`config.mk`:
```
export PLATFORM = sky130hd
export DESIGN_NAME = bpa_ram
export DESIGN_NICKNAME = d
export VERILOG_FILES = /design/src/hdl/bpa_ram.sv
export SDC_FILE = /design/constraint.sdc
export NUM_CORES = 2
export LEC_CHECK = 0
export BUFFER_PORTS_ARGS = -buffer_cell sky130_fd_sc_hd__clkbuf_2
export CAP_MARGIN = 20
export CORE_ASPECT_RATIO = 1.1
export CORE_MARGIN = 2
export CORE_UTILIZATION = 39
export DETAILED_ROUTE_END_ITERATION = 10
export PLACE_DENSITY = 0.62
export SETUP_SLACK_MARGIN = 0.3
export SLEW_MARGIN = 10
export SYNTH_ARGS = -nofsm -noshare
export SYNTH_HDL_FRONTEND = slang
export SYNTH_SLANG_ARGS = --single-unit
export TNS_END_PERCENT = 30
```
`constraint.sdc`:
```
create_clock -name clk -period 2.36 [get_ports clk]
set_input_delay 0.118 -clock clk [delete_from_list [all_inputs] [get_ports clk]]
set_output_delay 0.118 -clock clk [all_outputs]
set_load 0.02 [all_outputs]
```
`src/hdl/bpa_ram.sv`:
```
// generic single write, single read ram with registered read data
`timescale 1ns / 1ps
module bpa_ram #(
	parameter int WIDTH = 8,
	parameter int DEPTH = 256,
	parameter int AW    = $clog2(DEPTH)
) (
	input  logic             clk,
	input  logic             we,
	input  logic [AW-1:0]    waddr,
	input  logic [WIDTH-1:0] wdata,
	input  logic [AW-1:0]    raddr,
	output logic [WIDTH-1:0] rdata
);

	logic [WIDTH-1:0] mem [DEPTH];

	// write port
	always_ff @(posedge clk) begin
		if (we) begin
			mem[waddr] <= wdata;
		end
	end

	// registered read port
	always_ff @(posedge clk) begin
		rdata <= mem[raddr];
	end

endmodule

```
==> qor.csv <==
metric,value,unit
detail-route-antenna-nets,0,
placeableCoreArea,202000,um2
timing.final.crit_share,95.5,%
cellPowerDensity,808,nW/um2
drc,0,
io_pins,34,
rows,173,
clkTransAtPathRegs,60,ps
seq_power_share,52.7,%
crit_path_max_fanout,1,
dp_hpwl,133000,um
grt.total_usage,19.8,%
htreeDepth,4,
io_buffers,33,
worstSetupPathType,register to register,
cts_root_buf,clkbuf_16,
die-area,208000,um2
placed_cells,6910,
ys_seq_elements,2056,
synth-async-reset-ratio,0,%
cp_top_family,multiplexers,
vias_per_cell,5.58,
synth_top_area_share,77.3,%
p_clk_share,41.8,%
antenna_found_initial,11,
fp.dieW,435,um
slowest_delay,520,ps
netlist_instances,3733,
first_pass_iters,7,
finalInstanceArea,94800,um2
synth.avg_cell_area,21.3,um2
synth_nets,3759,
num_vias,40700,
cts_sinks,2056,
routed_wirelength,206000,um
synth-seq-area-share,77.5,%
cp_num_cells,6,
synth_ff_type,edfxtp_1,
crit_arrival,2950,ps
cp-endpoint,rdata[1]$_DFF_P_,
syn2layout_area_growth,19.2,%
drt_iter0_drc,4922,
worst-path-buf-inv,1,
synth-edff-count,2048,
wire_per_inst,28.2,um
p_sw,16.3,mW
drv_cap,0,
cts_buffers,203,
grt_pass1_wl,296000,um
start_util,39.3,%
rr_endpoint,rdata[1]$_DFF_P_,
slew_viol_final,0,
crit_start,mem[83][1]$_DFFE_PP_,
fin_skew,27.3,ps
worst-r2r-setup-slack,110,ps
r2r_start,mem[83][1]$_DFFE_PP_,
status,finished clean,
switching_share,21.3,%
ir_worst_vdd,612,uV
final_layout_size_suffix_gt1_share,32.8,%
synth.distinct_cells,55,
synth_area_leaders,"edfxtp_1 (77%), mux4_2 (13%), mux2i_1 (1.7%)",
finalNonFillerCells,7295,
die_h,478,um
clk_path_buf_depth,3,
critical_path.startpoint_type,register,
holdCritPathClass,input pin to register,
synth_top_area_cell,edfxtp_1,
place_congestion,0.853,
dpl_cell_area,87800,um2
path_cells,mux4_2 > mux4_2 > nor2b_2 > nor4_2 > buf_4 > nor4_1,
synth_area,79600,um2
fin_util,46.8,%
setup_viol,0,
p_leak,30.5,nW
hold_viol,0,
max-slew-margin-rel,46.1,%
yosys_warnings,0,
fmax,444,MHz
crit_slowest_cell,mux4_2,
grt_pass1_vias,41300,
layout_commonest_cell,edfxtp_1,
final_cell_mix,"edfxtp_1 (2048), buf_4 (590), mux4_2 (454), nor2_1 (276), clkbuf_16 (207)",
tritoncts,done,
crit_top_cell,mux4_2,
grt_max_degree,98,
tightest_slew,802,ps
fin_nets,4439,
grt_setup_unrepaired,true,
clk_latency,840,ps
crit_required,3060,ps
grt_overflow,0,
worst-r2r-cell-count,6,
power_frac_comb,5.6,%
finalCriticalPeriod,2250,ps
p_int,60.3,mW
end_kind,register,
==> metal layers <==
metal	up-vias	track usage (%)	part of all wire (%)
li1	17100	-	-
met3	294	3.13	6.9
met2	1627	33.1	50
met4	0	5.69	2.6
met5	-	0	0
met1	21700	26.7	40
==> repair_timing <==
item                                   in CTS  in global routing
endpoints found under the hold margin    1288                  0
setup buffers                               0                  0
hold buffers                               10                  0
gates resized for setup                    46                 13
pin swaps                                  13                 11
setup endpoints to repair                   8                  8
==> power groups by stage <==
| stage | Combinational (mW) | Sequential (mW) | Clock, mW |
|---|---|---|---|
| 6_report | 4.26 | 40.3 | 32.0 |
| 5_1_grt | 4.48 | 40.3 | 33.9 |
| 4_1_cts | 4.28 | 40.3 | 32.5 |
| 3_5_place_dp | 4.19 | 41.1 | 0 |
| 3_3_place_gp | 4.14 | 41.1 | 0 |
| 2_1_floorplan | 1.96 | 41.1 | 0 |
==> logic make-up (layout without fill, tap and decap cells) <==
group,Yosys count,count (layout),synth area share (%)
AO/OA/AOI/OAI,385,385,3.42
buffers and inverters,235,1083,1.83
flip-flops,2056,2056,77.5
multiplexers,591,591,14.6
other,0,2,0
AND/OR/NAND/NOR,466,466,2.63
==> layout make-up <==
cell class,count,area [um2]
Multi-Input combinational cell,1442,16800
Fill cell,16600,108000
Inverter,2,7.51
Clock buffer,253,5390
Antenna cell,2,5.00
Sequential cell,2056,61700
Clock inverter,120,1180
Timing Repair Buffer,708,6320
Tap cell,2712,3390
==> flip-flops by register name (all words and copies together) (netlist names) <==
register / count
rdata: 8
mem: 2048
==> how the worst min path moves through the flow <==
stage                        start                    end  slack, ps  depth (start not counted)
after floorplan           wdata[0]    mem[0][0]$_DFFE_PP_        220                          0
after global placement    wdata[1]   mem[87][1]$_DFFE_PP_        400                          1
after detailed placement  wdata[1]   mem[87][1]$_DFFE_PP_        390                          1
after CTS                 waddr[1]  mem[163][6]$_DFFE_PP_         10                          4
after global routing      waddr[5]  mem[126][5]$_DFFE_PP_         80                          4
final                     waddr[1]  mem[163][3]$_DFFE_PP_         80                          4
==> stage by stage <==
step	hold WS (ps)	setup WS (ps)	setup TNS, ps	total power [mW]
global placement	396	-1180	-6420	45.2
finish	82.0	106	0	76.6
floorplan	217	304	0	43.0
CTS	12.1	56.2	0	77.1
detailed placement	388	-1150	-5540	45.3
global route	77.8	38.9	0	78.7
==> tightest hold or removal path: stages <==
cell and delay (ps):
clkbuf_2 210, nand3_1 190, nor2_1 50, buf_4 170
==> cell usage after synthesis (2+ instances only) <==
cell and n:
a2111oi_0 2, a2111oi_1 2, a211oi_1 16, a21oi_1 96, a221oi_1 13, a22o_1 8
a22oi_1 133, a311oi_1 2, a31oi_1 2, and2_1 6, and3b_1 2, buf_1 22
buf_12 8, buf_2 31, buf_4 27, buf_6 21, buf_8 13, clkbuf_1 111
dfxtp_1 8, edfxtp_1 2048, mux2i_1 134, mux4_1 2, mux4_2 454, nand2_1 33
nand2b_1 8, nand3_1 34, nand3b_1 2, nand4_1 10, nor2_1 282, nor2b_1 31
nor3_1 22, nor4_1 24, nor4_2 3, o211ai_1 10, o21ai_0 10, o21ai_1 2
o221ai_1 46, o22a_1 5, o22ai_1 28, o32ai_1 4, or2_2 4
(Power assumes the default switching activity.)
