[config.mk]
export PLATFORM = sky130hd
export DESIGN_NAME = bpa_core
export DESIGN_NICKNAME = d
export VERILOG_FILES = /design/src/hdl/bpa_pkg.sv /design/src/hdl/bpa_core.sv
export SDC_FILE = /design/constraint.sdc
export NUM_CORES = 2
export LEC_CHECK = 0
export ABC_AREA = 1
export BUFFER_PORTS_ARGS = -buffer_cell sky130_fd_sc_hd__buf_2
export CELL_PAD_IN_SITES_DETAIL_PLACEMENT = 1
export CELL_PAD_IN_SITES_GLOBAL_PLACEMENT = 1
export CORE_MARGIN = 4
export CORE_UTILIZATION = 30
export DETAILED_ROUTE_END_ITERATION = 7
export GPL_TIMING_DRIVEN = 0
export PLACE_DENSITY = 0.62
export SLEW_MARGIN = 20
export SYNTH_ARGS = -nofsm -noshare
export SYNTH_HDL_FRONTEND = slang
export SYNTH_SLANG_ARGS = --single-unit
[constraint.sdc]
create_clock -name clk -period 13.18 [get_ports clk]
set_clock_uncertainty 0.1 [all_clocks]
set_input_delay 2.636 -clock clk [delete_from_list [all_inputs] [get_ports clk]]
set_output_delay 2.636 -clock clk [all_outputs]
set_load 0.1 [all_outputs]
[src/hdl/bpa_pkg.sv]
// shared types, codes and helpers for the buddy page allocator
`timescale 1ns / 1ps
package bpa_pkg;

	localparam int RANK_LIMIT_DEF = 16;
	localparam int MAX_PAGES_DEF  = 65536;

	localparam logic [16:0] NIL_LINK = 17'h10000;

	// operation codes
	localparam logic [2:0] OP_ALLOC = 3'd0;
	localparam logic [2:0] OP_FREE  = 3'd1;
	localparam logic [2:0] OP_QRANK = 3'd2;
	localparam logic [2:0] OP_QCNT  = 3'd3;
	localparam logic [2:0] OP_INIT  = 3'd4;

	// status codes
	localparam logic [1:0] ST_OK      = 2'd0;
	localparam logic [1:0] ST_INVALID = 2'd1;
	localparam logic [1:0] ST_NOSPACE = 2'd2;

	typedef struct packed {
		logic [2:0]  operation;
		logic [15:0] page;
		logic [4:0]  rank;
	} cmd_t;

	typedef struct packed {
		logic [1:0]  status;
		logic [15:0] block_page;
		logic [16:0] answer;
	} res_t;

	typedef struct packed {
		logic [4:0] rank;
		logic       free;
	} meta_t;

	typedef struct packed {
		logic        we;
		logic [15:0] addr;
		meta_t       data;
	} meta_wr_t;

	typedef struct packed {
		logic        we;
		logic [15:0] addr;
		logic [16:0] data;
	} link_wr_t;

	// block size in pages for a rank of at least one
	function automatic logic [17:0] blk_size(input logic [4:0] r);
		return 18'(1) << (r - 5'd1);
	endfunction

	// page sits on a block boundary of the given rank
	function automatic logic is_aligned(input logic [16:0] pg, input logic [4:0] r);
		logic [17:0] mask;
		mask = blk_size(r) - 18'd1;
		return ({1'b0, pg} & mask) == 18'd0;
	endfunction

endpackage

[src/hdl/bpa_core.sv]
// sequencer that walks free lists and page metadata one step per cycle
`timescale 1ns / 1ps
module bpa_core #(
	parameter int RANK_LIMIT = bpa_pkg::RANK_LIMIT_DEF,
	parameter int MAX_PAGES  = bpa_pkg::MAX_PAGES_DEF
) (
	input  logic              clk,
	input  logic              arst_n,
	input  logic              start,
	input  bpa_pkg::cmd_t     cmd,
	output logic              busy,
	output logic              done,
	output bpa_pkg::res_t     result,
	input  logic [16:0]       pool_pages,
	output bpa_pkg::meta_wr_t meta_wr,
	output logic [15:0]       meta_raddr,
	input  bpa_pkg::meta_t    meta_rdata,
	output bpa_pkg::link_wr_t next_wr,
	output logic [15:0]       next_raddr,
	input  logic [16:0]       next_rdata,
	output bpa_pkg::link_wr_t prev_wr,
	output logic [15:0]       prev_raddr,
	input  logic [16:0]       prev_rdata
);
	import bpa_pkg::*;

	localparam int          RW    = $clog2(RANK_LIMIT + 1);
	localparam int          NR    = RANK_LIMIT + 1;
	localparam logic [17:0] PAGES = 18'(MAX_PAGES);
	localparam logic [4:0]  TOPR  = 5'(RANK_LIMIT);

	// sequencer states
	localparam logic [4:0] S_IDLE   = 5'd0;
	localparam logic [4:0] S_MARK   = 5'd1;
	localparam logic [4:0] S_U0     = 5'd2;
	localparam logic [4:0] S_U1     = 5'd3;
	localparam logic [4:0] S_UW     = 5'd4;
	localparam logic [4:0] S_L0     = 5'd5;
	localparam logic [4:0] S_L1     = 5'd6;
	localparam logic [4:0] S_A0     = 5'd7;
	localparam logic [4:0] S_ASCAN  = 5'd8;
	localparam logic [4:0] S_ASPLIT = 5'd9;
	localparam logic [4:0] S_ALINK  = 5'd10;
	localparam logic [4:0] S_F0     = 5'd11;
	localparam logic [4:0] S_F1     = 5'd12;
	localparam logic [4:0] S_FM     = 5'd13;
	localparam logic [4:0] S_FR     = 5'd14;
	localparam logic [4:0] S_FC     = 5'd15;
	localparam logic [4:0] S_FU     = 5'd16;
	localparam logic [4:0] S_FL     = 5'd17;
	localparam logic [4:0] S_Q0     = 5'd18;
	localparam logic [4:0] S_Q1     = 5'd19;
	localparam logic [4:0] S_C0     = 5'd20;
	localparam logic [4:0] S_I0     = 5'd21;
	localparam logic [4:0] S_IL     = 5'd22;
	localparam logic [4:0] S_ILK    = 5'd23;
	localparam logic [4:0] S_IA     = 5'd24;
	localparam logic [4:0] S_DONE   = 5'd25;

	logic [4:0]  state_q, ret_q;
	logic [2:0]  op_q;
	logic [4:0]  rk_q;
	logic [16:0] pg_q;
	logic [5:0]  r_q;
	logic [4:0]  s_q;
	logic [16:0] blk_q, bud_q, h_q;
	logic [16:0] sa_pg_q;
	logic [4:0]  sa_r_q;
	logic        sa_fr_q;
	logic [17:0] m_q, mend_q;
	logic [16:0] piu_q, rem_q, at_q;
	logic [1:0]  st_q;
	logic [16:0] ans_q;
	logic [16:0] head_q [NR];
	logic [16:0] cnt_q  [NR];
	logic [4:0]  top_q;

	logic        rk_ok;
	logic [RW-1:0] rki, sai, rqi, topi;
	logic [16:0] cnt_sa, cnt_dec;
	logic [17:0] sz_r, fbud, isz;
	logic        mark_go;

	assign rk_ok   = (rk_q != 5'd0) && (rk_q <= TOPR);
	assign rki     = rk_q[RW-1:0];
	assign sai     = sa_r_q[RW-1:0];
	assign rqi     = r_q[RW-1:0];
	assign topi    = top_q[RW-1:0];
	assign cnt_sa  = cnt_q[sai];
	assign cnt_dec = (cnt_sa != 17'd0) ? cnt_sa - 17'd1 : cnt_sa;
	assign sz_r    = blk_size(r_q[4:0]);
	assign fbud    = {1'b0, pg_q} ^ sz_r;
	assign isz     = sz_r;
	assign mark_go = (m_q < mend_q) && (m_q < PAGES);

	assign busy = (state_q != S_IDLE);
	assign done = (state_q == S_DONE);

	// result fields
	always_comb begin
		result.status     = st_q;
		result.block_page = (op_q == OP_ALLOC && st_q == ST_OK) ? blk_q[15:0] : 16'd0;
		result.answer     = ans_q;
	end

	// memory port control
	always_comb begin
		meta_wr    = '0;
		next_wr    = '0;
		prev_wr    = '0;
		meta_raddr = pg_q[15:0];
		next_raddr = sa_pg_q[15:0];
		prev_raddr = sa_pg_q[15:0];
		case (state_q)
			S_MARK: begin
				meta_wr.we        = mark_go;
				meta_wr.addr      = m_q[15:0];
				meta_wr.data.rank = sa_r_q;
				meta_wr.data.free = sa_fr_q;
			end
			S_U1: begin
				next_wr.we   = ({1'b0, prev_rdata} < PAGES);
				next_wr.addr = prev_rdata[15:0];
				next_wr.data = next_rdata;
				prev_wr.we   = ({1'b0, next_rdata} < PAGES);
				prev_wr.addr = next_rdata[15:0];
				prev_wr.data = prev_rdata;
			end
			S_L0: begin
				next_wr.we   = 1'b1;
				next_wr.addr = sa_pg_q[15:0];
				next_wr.data = head_q[sai];
				prev_wr.we   = 1'b1;
				prev_wr.addr = sa_pg_q[15:0];
				prev_wr.data = NIL_LINK;
			end
			S_L1: begin
				prev_wr.we   = ({1'b0, h_q} < PAGES);
				prev_wr.addr = h_q[15:0];
				prev_wr.data = sa_pg_q;
			end
			S_FR: begin
				meta_raddr = bud_q[15:0];
			end
			default: begin
			end
		endcase
	end

	// sequencer
	always_ff @(posedge clk or negedge arst_n) begin
		if (!arst_n) begin
			state_q <= S_IDLE;
			ret_q   <= S_IDLE;
			top_q   <= 5'd0;
			piu_q   <= 17'd0;
			for (int i = 0; i < NR; i++) begin
				head_q[i] <= NIL_LINK;
				cnt_q[i]  <= 17'd0;
			end
		end else begin
			case (state_q)
				S_IDLE: begin
					if (start) begin
						op_q  <= cmd.operation;
						pg_q  <= {1'b0, cmd.page};
						rk_q  <= cmd.rank;
						st_q  <= ST_INVALID;
						ans_q <= 17'd0;
						blk_q <= 17'd0;
						case (cmd.operation)
							OP_ALLOC: state_q <= S_A0;
							OP_FREE:  state_q <= S_F0;
							OP_QRANK: state_q <= S_Q0;
							OP_QCNT:  state_q <= S_C0;
							OP_INIT:  state_q <= S_I0;
							default:  state_q <= S_DONE;
						endcase
					end
				end
				// mark pages of one block, one page a cycle
				S_MARK: begin
					if (mark_go) begin
						m_q <= m_q + 18'd1;
					end else begin
						state_q <= ret_q;
					end
				end
				// unlink: read links, then patch neighbors
				S_U0: begin
					state_q <= S_U1;
				end
				S_U1: begin
					if ({1'b0, prev_rdata} >= PAGES) begin
						head_q[sai] <= next_rdata;
					end
					cnt_q[sai] <= cnt_dec;
					if (cnt_dec == 17'd0 && sa_r_q == top_q) begin
						state_q <= S_UW;
					end else begin
						state_q <= ret_q;
					end
				end
				// walk top rank down past empty lists
				S_UW: begin
					if (top_q != 5'd0 && cnt_q[topi] == 17'd0) begin
						top_q <= top_q - 5'd1;
					end else begin
						state_q <= ret_q;
					end
				end
				// link at list head
				S_L0: begin
					h_q     <= head_q[sai];
					state_q <= S_L1;
				end
				S_L1: begin
					head_q[sai] <= sa_pg_q;
					cnt_q[sai]  <= cnt_sa + 17'd1;
					if (sa_r_q > top_q) begin
						top_q <= sa_r_q;
					end
					state_q <= ret_q;
				end
				// alloc: exact list first
				S_A0: begin
					if (!rk_ok) begin
						state_q <= S_DONE;
					end else if ({1'b0, head_q[rki]} < PAGES) begin
						blk_q   <= head_q[rki];
						s_q     <= rk_q;
						sa_pg_q <= head_q[rki];
						sa_r_q  <= rk_q;
						ret_q   <= S_ASPLIT;
						state_q <= S_U0;
					end else begin
						st_q    <= ST_NOSPACE;
						r_q     <= {1'b0, rk_q} + 6'd1;
						state_q <= S_ASCAN;
					end
				end
				// alloc: search larger ranks
				S_ASCAN: begin
					if (r_q <= {1'b0, top_q} && r_q <= {1'b0, TOPR}) begin
						if ({1'b0, head_q[rqi]} < PAGES) begin
							blk_q   <= head_q[rqi];
							s_q     <= r_q[4:0];
							sa_pg_q <= head_q[rqi];
							sa_r_q  <= r_q[4:0];
							ret_q   <= S_ASPLIT;
							state_q <= S_U0;
						end else begin
							r_q <= r_q + 6'd1;
						end
					end else begin
						state_q <= S_DONE;
					end
				end
				// alloc: split off upper halves, then mark the block taken
				S_ASPLIT: begin
					if (s_q > rk_q) begin
						bud_q   <= 17'(({1'b0, blk_q} + blk_size(s_q - 5'd1)));
						s_q     <= s_q - 5'd1;
						sa_pg_q <= 17'(({1'b0, blk_q} + blk_size(s_q - 5'd1)));
						sa_r_q  <= s_q - 5'd1;
						sa_fr_q <= 1'b1;
						m_q     <= {1'b0, blk_q} + blk_size(s_q - 5'd1);
						mend_q  <= {1'b0, blk_q} + blk_size(s_q - 5'd1)
							+ blk_size(s_q - 5'd1);
						ret_q   <= S_ALINK;
						state_q <= S_MARK;
					end else begin
						st_q    <= ST_OK;
						sa_pg_q <= blk_q;
						sa_r_q  <= rk_q;
						sa_fr_q <= 1'b0;
						m_q     <= {1'b0, blk_q};
						mend_q  <= {1'b0, blk_q} + blk_size(rk_q);
						ret_q   <= S_DONE;
						state_q <= S_MARK;
					end
				end
				S_ALINK: begin
					sa_pg_q <= bud_q;
					sa_r_q  <= s_q;
					ret_q   <= S_ASPLIT;
					state_q <= S_L0;
				end
				// free: check page, read its metadata
				S_F0: begin
					state_q <= (pg_q < piu_q) ? S_F1 : S_DONE;
				end
				S_F1: begin
					if (!meta_rdata.free && meta_rdata.rank != 5'd0 &&
						meta_rdata.rank <= TOPR && is_aligned(pg_q, meta_rdata.rank)) begin
						r_q     <= {1'b0, meta_rdata.rank};
						sa_pg_q <= pg_q;
						sa_r_q  <= meta_rdata.rank;
						sa_fr_q <= 1'b1;
						m_q     <= {1'b0, pg_q};
						mend_q  <= {1'b0, pg_q} + blk_size(meta_rdata.rank);
						ret_q   <= S_FM;
						state_q <= S_MARK;
					end else begin
						state_q <= S_DONE;
					end
				end
				// free: look at the buddy
				S_FM: begin
					if (r_q < {1'b0, TOPR} && fbud < {1'b0, piu_q} &&
						fbud + sz_r <= {1'b0, piu_q}) begin
						bud_q   <= fbud[16:0];
						state_q <= S_FR;
					end else begin
						state_q <= S_FL;
					end
				end
				S_FR: begin
					state_q <= S_FC;
				end
				S_FC: begin
					if (meta_rdata.free && {1'b0, meta_rdata.rank} == r_q) begin
						sa_pg_q <= bud_q;
						sa_r_q  <= r_q[4:0];
						ret_q   <= S_FU;
						state_q <= S_U0;
					end else begin
						state_q <= S_FL;
					end
				end
				// free: merge into the next rank
				S_FU: begin
					if (bud_q < pg_q) begin
						pg_q    <= bud_q;
						sa_pg_q <= bud_q;
						m_q     <= {1'b0, bud_q};
						mend_q  <= {1'b0, bud_q} + blk_size(r_q[4:0] + 5'd1);
					end else begin
						sa_pg_q <= pg_q;
						m_q     <= {1'b0, pg_q};
						mend_q  <= {1'b0, pg_q} + blk_size(r_q[4:0] + 5'd1);
					end
					r_q     <= r_q + 6'd1;
					sa_r_q  <= r_q[4:0] + 5'd1;
					sa_fr_q <= 1'b1;
					ret_q   <= S_FM;
					state_q <= S_MARK;
				end
				S_FL: begin
					st_q    <= ST_OK;
					sa_pg_q <= pg_q;
					sa_r_q  <= r_q[4:0];
					ret_q   <= S_DONE;
					state_q <= S_L0;
				end
				// query rank
				S_Q0: begin
					state_q <= (pg_q < piu_q) ? S_Q1 : S_DONE;
				end
				S_Q1: begin
					if (meta_rdata.free || (meta_rdata.rank != 5'd0 &&
						meta_rdata.rank <= TOPR && is_aligned(pg_q, meta_rdata.rank))) begin
						st_q  <= ST_OK;
						ans_q <= {12'd0, meta_rdata.rank};
					end
					state_q <= S_DONE;
				end
				// query free count
				S_C0: begin
					if (rk_ok) begin
						st_q  <= ST_OK;
						ans_q <= cnt_q[rki];
					end
					state_q <= S_DONE;
				end
				// init: empty lists, then carve the pool
				S_I0: begin
					for (int i = 0; i < NR; i++) begin
						head_q[i] <= NIL_LINK;
						cnt_q[i]  <= 17'd0;
					end
					top_q <= 5'd0;
					if ({1'b0, pool_pages} > PAGES) begin
						piu_q   <= 17'd0;
						st_q    <= ST_NOSPACE;
						state_q <= S_DONE;
					end else begin
						piu_q   <= pool_pages;
						rem_q   <= pool_pages;
						at_q    <= 17'd0;
						r_q     <= {1'b0, TOPR};
						state_q <= S_IL;
					end
				end
				S_IL: begin
					if (r_q == 6'd0) begin
						st_q    <= ST_OK;
						state_q <= S_DONE;
					end else if ({1'b0, rem_q} >= isz) begin
						sa_pg_q <= at_q;
						sa_r_q  <= r_q[4:0];
						sa_fr_q <= 1'b1;
						m_q     <= {1'b0, at_q};
						mend_q  <= {1'b0, at_q} + isz;
						ret_q   <= S_ILK;
						state_q <= S_MARK;
					end else begin
						r_q <= r_q - 6'd1;
					end
				end
				S_ILK: begin
					ret_q   <= S_IA;
					state_q <= S_L0;
				end
				S_IA: begin
					at_q    <= 17'({1'b0, at_q} + isz);
					rem_q   <= 17'({1'b0, rem_q} - isz);
					state_q <= S_IL;
				end
				S_DONE: begin
					state_q <= S_IDLE;
				end
				default: begin
					state_q <= S_IDLE;
				end
			endcase
		end
	end

endmodule

==> results.sh <==
export IMPL_status="complete, no violations"
export IMPL_setup_viol=0
export IMPL_worstSetupPathType="flip-flop to flip-flop"
export IMPL_post_cts_buffers=0
export IMPL_grtUsageMet1=0.5756
export IMPL_grt_pass1_wl_um=724800
export IMPL_postRouteAntennaNets=0
export IMPL_yosysTopAreaCellShare=0.2330
export IMPL_ys_types=71
export IMPL_dp_slack_ns=3.988
export IMPL_whs_ns=0.3730
export IMPL_clk_pin_slew_ns=0.06
export IMPL_rsz0062_at_grt="false"
export IMPL_clk_latency_ns=0.85
export IMPL_place_congestion=1.103
export IMPL_viasPerCell=6.727
export IMPL_relSlewSlack=0.01950
export IMPL_finalCritPeriodShare=0.7462
export IMPL_finalHoldViolations=0
export IMPL_report_final_slew_viol_count=0
export IMPL_htreeDepth=3
export IMPL_ios=260
export IMPL_die_h_um=468.7
export IMPL_clockRootBuffer="clkbuf_16"
export IMPL_synth_warnings=0
export IMPL_first_pass_iters=8
export IMPL_p_int_w=0.007724
export IMPL_drt_iter0_markers=12737
export IMPL_gr_total_overflow=0
export IMPL_max_freq_ghz=0.1017
export IMPL_fillers=26224
export IMPL_ys_async_sr_fraction=0.7540
export IMPL_antenna_found_initial=70
export IMPL_synth_top_family_by_area="compound AO/OA/AOI/OAI gates"
export IMPL_fin_ws_ns=3.346
export IMPL_pwr_share_seq=0.222
export IMPL_cts_tree="done"
export IMPL_fin_util=0.3519
export IMPL_synth_compound_area_share=0.2847
export IMPL_synth_most_common_cell="nand2_1"
export IMPL_power_density_mw_per_mm2=261.5
export IMPL_rows=168
export IMPL_worst_path_max_delay_cell="clkbuf_1"
export IMPL_cp_required_ns=13.56
export IMPL_yosysTopAreaCell="dfrtp_1"
export IMPL_ys_ff_latch=809
export IMPL_totalWireLength_um=554900
export IMPL_p_sw_w=0.01164
export IMPL_synthCells=9016
export IMPL_yosysSeqAreaShare=0.3339
export IMPL_vias=83526
export IMPL_p_comb_frac=0.603
export IMPL_initial_core_util=0.3027
export IMPL_critPathArrivalTime_ns=10.21
export IMPL_end_kind="flip-flop"
export IMPL_peakVddDrop_mv=0.2108
export IMPL_die_width_um=468.7
export IMPL_setup_tns_ns=0
export IMPL_synthAdderAreaFrac=0.05438
export IMPL_place_area_sq_mm=0.07000
export IMPL_numCtsBuffers=112
export IMPL_yosys_area_share_simple=0.1993
export IMPL_min_path_type="flip-flop to flip-flop"
export IMPL_clockBufferDepth=3
export IMPL_cap_violations=0
export IMPL_met3_usage=0.1914
export IMPL_setup_worst_path_start_class="flip-flop"
export IMPL_synth_flop_cell="dfrtp_1"
export IMPL_met2_usage=0.6831
export IMPL_drive_above_1_share=0.1022
export IMPL_stdcell_area_sq_mm=0.07405
export IMPL_tightest_slew_ns=1.471
export IMPL_synth_cell_area_sq_mm=0.06368
export IMPL_grt_max_degree=85
export IMPL_swShare=0.6011
export IMPL_synth_mux_area_frac=0.0001572
export IMPL_cpPeakStageDelay_ns=0.91
export IMPL_area_delta_synth_final_pct=16.28
export IMPL_path_common_cell="nand2_1"
export IMPL_synthXorXnorAreaFrac=0.01729
export IMPL_wl_per_cell_um=44.69
export IMPL_syn_nets=9372
export IMPL_clock_sinks=809
export IMPL_p_clk_frac=0.174
export IMPL_io_buffers=257
export IMPL_fin_crit_ns=9.834
export IMPL_dp_hpwl_um=427900
export IMPL_path_max_fanout=14
export IMPL_post_cts_resize_count=0
export IMPL_synth_top_cells_by_area="dfrtp_1 23%, nand2_1 9.6%, edfxtp_1 9.4%"
export IMPL_leakage_nw=32.55
export IMPL_drc=0
export IMPL_grtUsageTotal=0.4866
export IMPL_core_area_sq_mm=0.2104
export IMPL_nNetsFinal=9810
export IMPL_grt_pass1_vias=79751
export IMPL_synth_common_cells="1621 x nand2_1, 1134 x inv_1, 950 x o21ai_0"
export IMPL_synth_edf_count=199
export IMPL_ctsHoldBuffers=0
export IMPL_die_area_sq_mm=0.2197
export IMPL_gr_max_usage_layer="met2"
export IMPL_syn_avg_cell_area_sq_um=7.064
-- layout make-up --
| cell class | instances | area, sq um | share of cell area |
|---|---|---|---|
| multi-input cells | 6421 | 35700 | 0.4820 |
| flip-flops and latches | 809 | 21260 | 0.2871 |
| inverters | 1215 | 4571 | 0.06172 |
| well taps | 2805 | 3510 | 0.04739 |
| clock buffers | 161 | 3249 | 0.04388 |
| plain buffers | 571 | 2648 | 0.03575 |
| repair buffers | 324 | 2405 | 0.03247 |
| clock inverters | 49 | 561.8 | 0.007586 |
| diodes | 61 | 152.6 | 0.002061 |
-- cells in the final DEF (no fill, tap or decap), drive strengths merged, types with 95 or more instances in the layout --
cell type	synthesis	routed
nand2	1639	1639
inv	1164	1167
o21ai	981	981
a21oi	813	813
nor2	758	758
dfrtp	593	593
clkbuf	399	562
buf	172	494
o22ai	405	405
nand3	396	396
ha	264	264
o32ai	237	237
edfxtp	199	199
o221ai	95	95
-- worst max-delay path: cells and delay by family (launching register included) --
kind,cells,cell delay [ns]
xor gates and xnor gates,1,0.62
adders and majority gates,2,0.78
DFF,1,0.64
AOI/OAI and AO/OA,5,1.67
buffers and inverters,9,3.82
and+or+nand+nor,11,1.77
-- routing by layer --
metal / routed length, um / up-vias
met4: 59080 / 42
li1: - / 32435
met5: 521 / -
met3: 69950 / 2246
met2: 220700 / 6965
met1: 204700 / 41838
-- power by group through the flow --
stage / registers, W / logic, W / clock network, W
after floorplan: 0.00401 / 0.00560 / 0
after global placement: 0.00428 / 0.0106 / 0
after detailed placement: 0.00428 / 0.0109 / 0
after CTS: 0.00424 / 0.0109 / 0.00333
after global routing: 0.00434 / 0.0117 / 0.00343
final: 0.00431 / 0.0117 / 0.00337
-- path summary, 6_finish.rpt --
check	startpoint	endpoint	slack, ns	cells after the start
max	r_q[0]$_DFFE_PP_	m_q[0]$_DFFE_PP_	3.35	28
min	ret_q[2]$_DFFE_PN0P_	ret_q[2]$_DFFE_PN0P_	0.37	2
max reg2reg	r_q[0]$_DFFE_PP_	m_q[0]$_DFFE_PP_	3.35	28
min reg2reg	ret_q[2]$_DFFE_PN0P_	ret_q[2]$_DFFE_PN0P_	0.37	2
max in group asynchronous	arst_n	asynchronous set/reset pin	9.87	4
min in group asynchronous	arst_n	asynchronous set/reset pin	1.75	2
-- through the flow --
stage / total power, W / cells
after global routing: 0.01946 / 12361
after floorplan: 0.009611 / 9016
after CTS: 0.01850 / 12351
after global placement: 0.01491 / 12078
after detailed placement: 0.01516 / 12141
final: 0.01936 / 12416
-- logic make-up after synthesis --
group                    count (synthesis)
flip-flops                             809
AND/OR/NAND/NOR                       3031
AO/OA/AOI/OAI                         2993
multiplexers                             1
adder cells (fa/ha/maj)                272
buffers and inverters                 1786
XOR/XNOR                               124
Note: power is estimated with default switching activity, not from simulation.
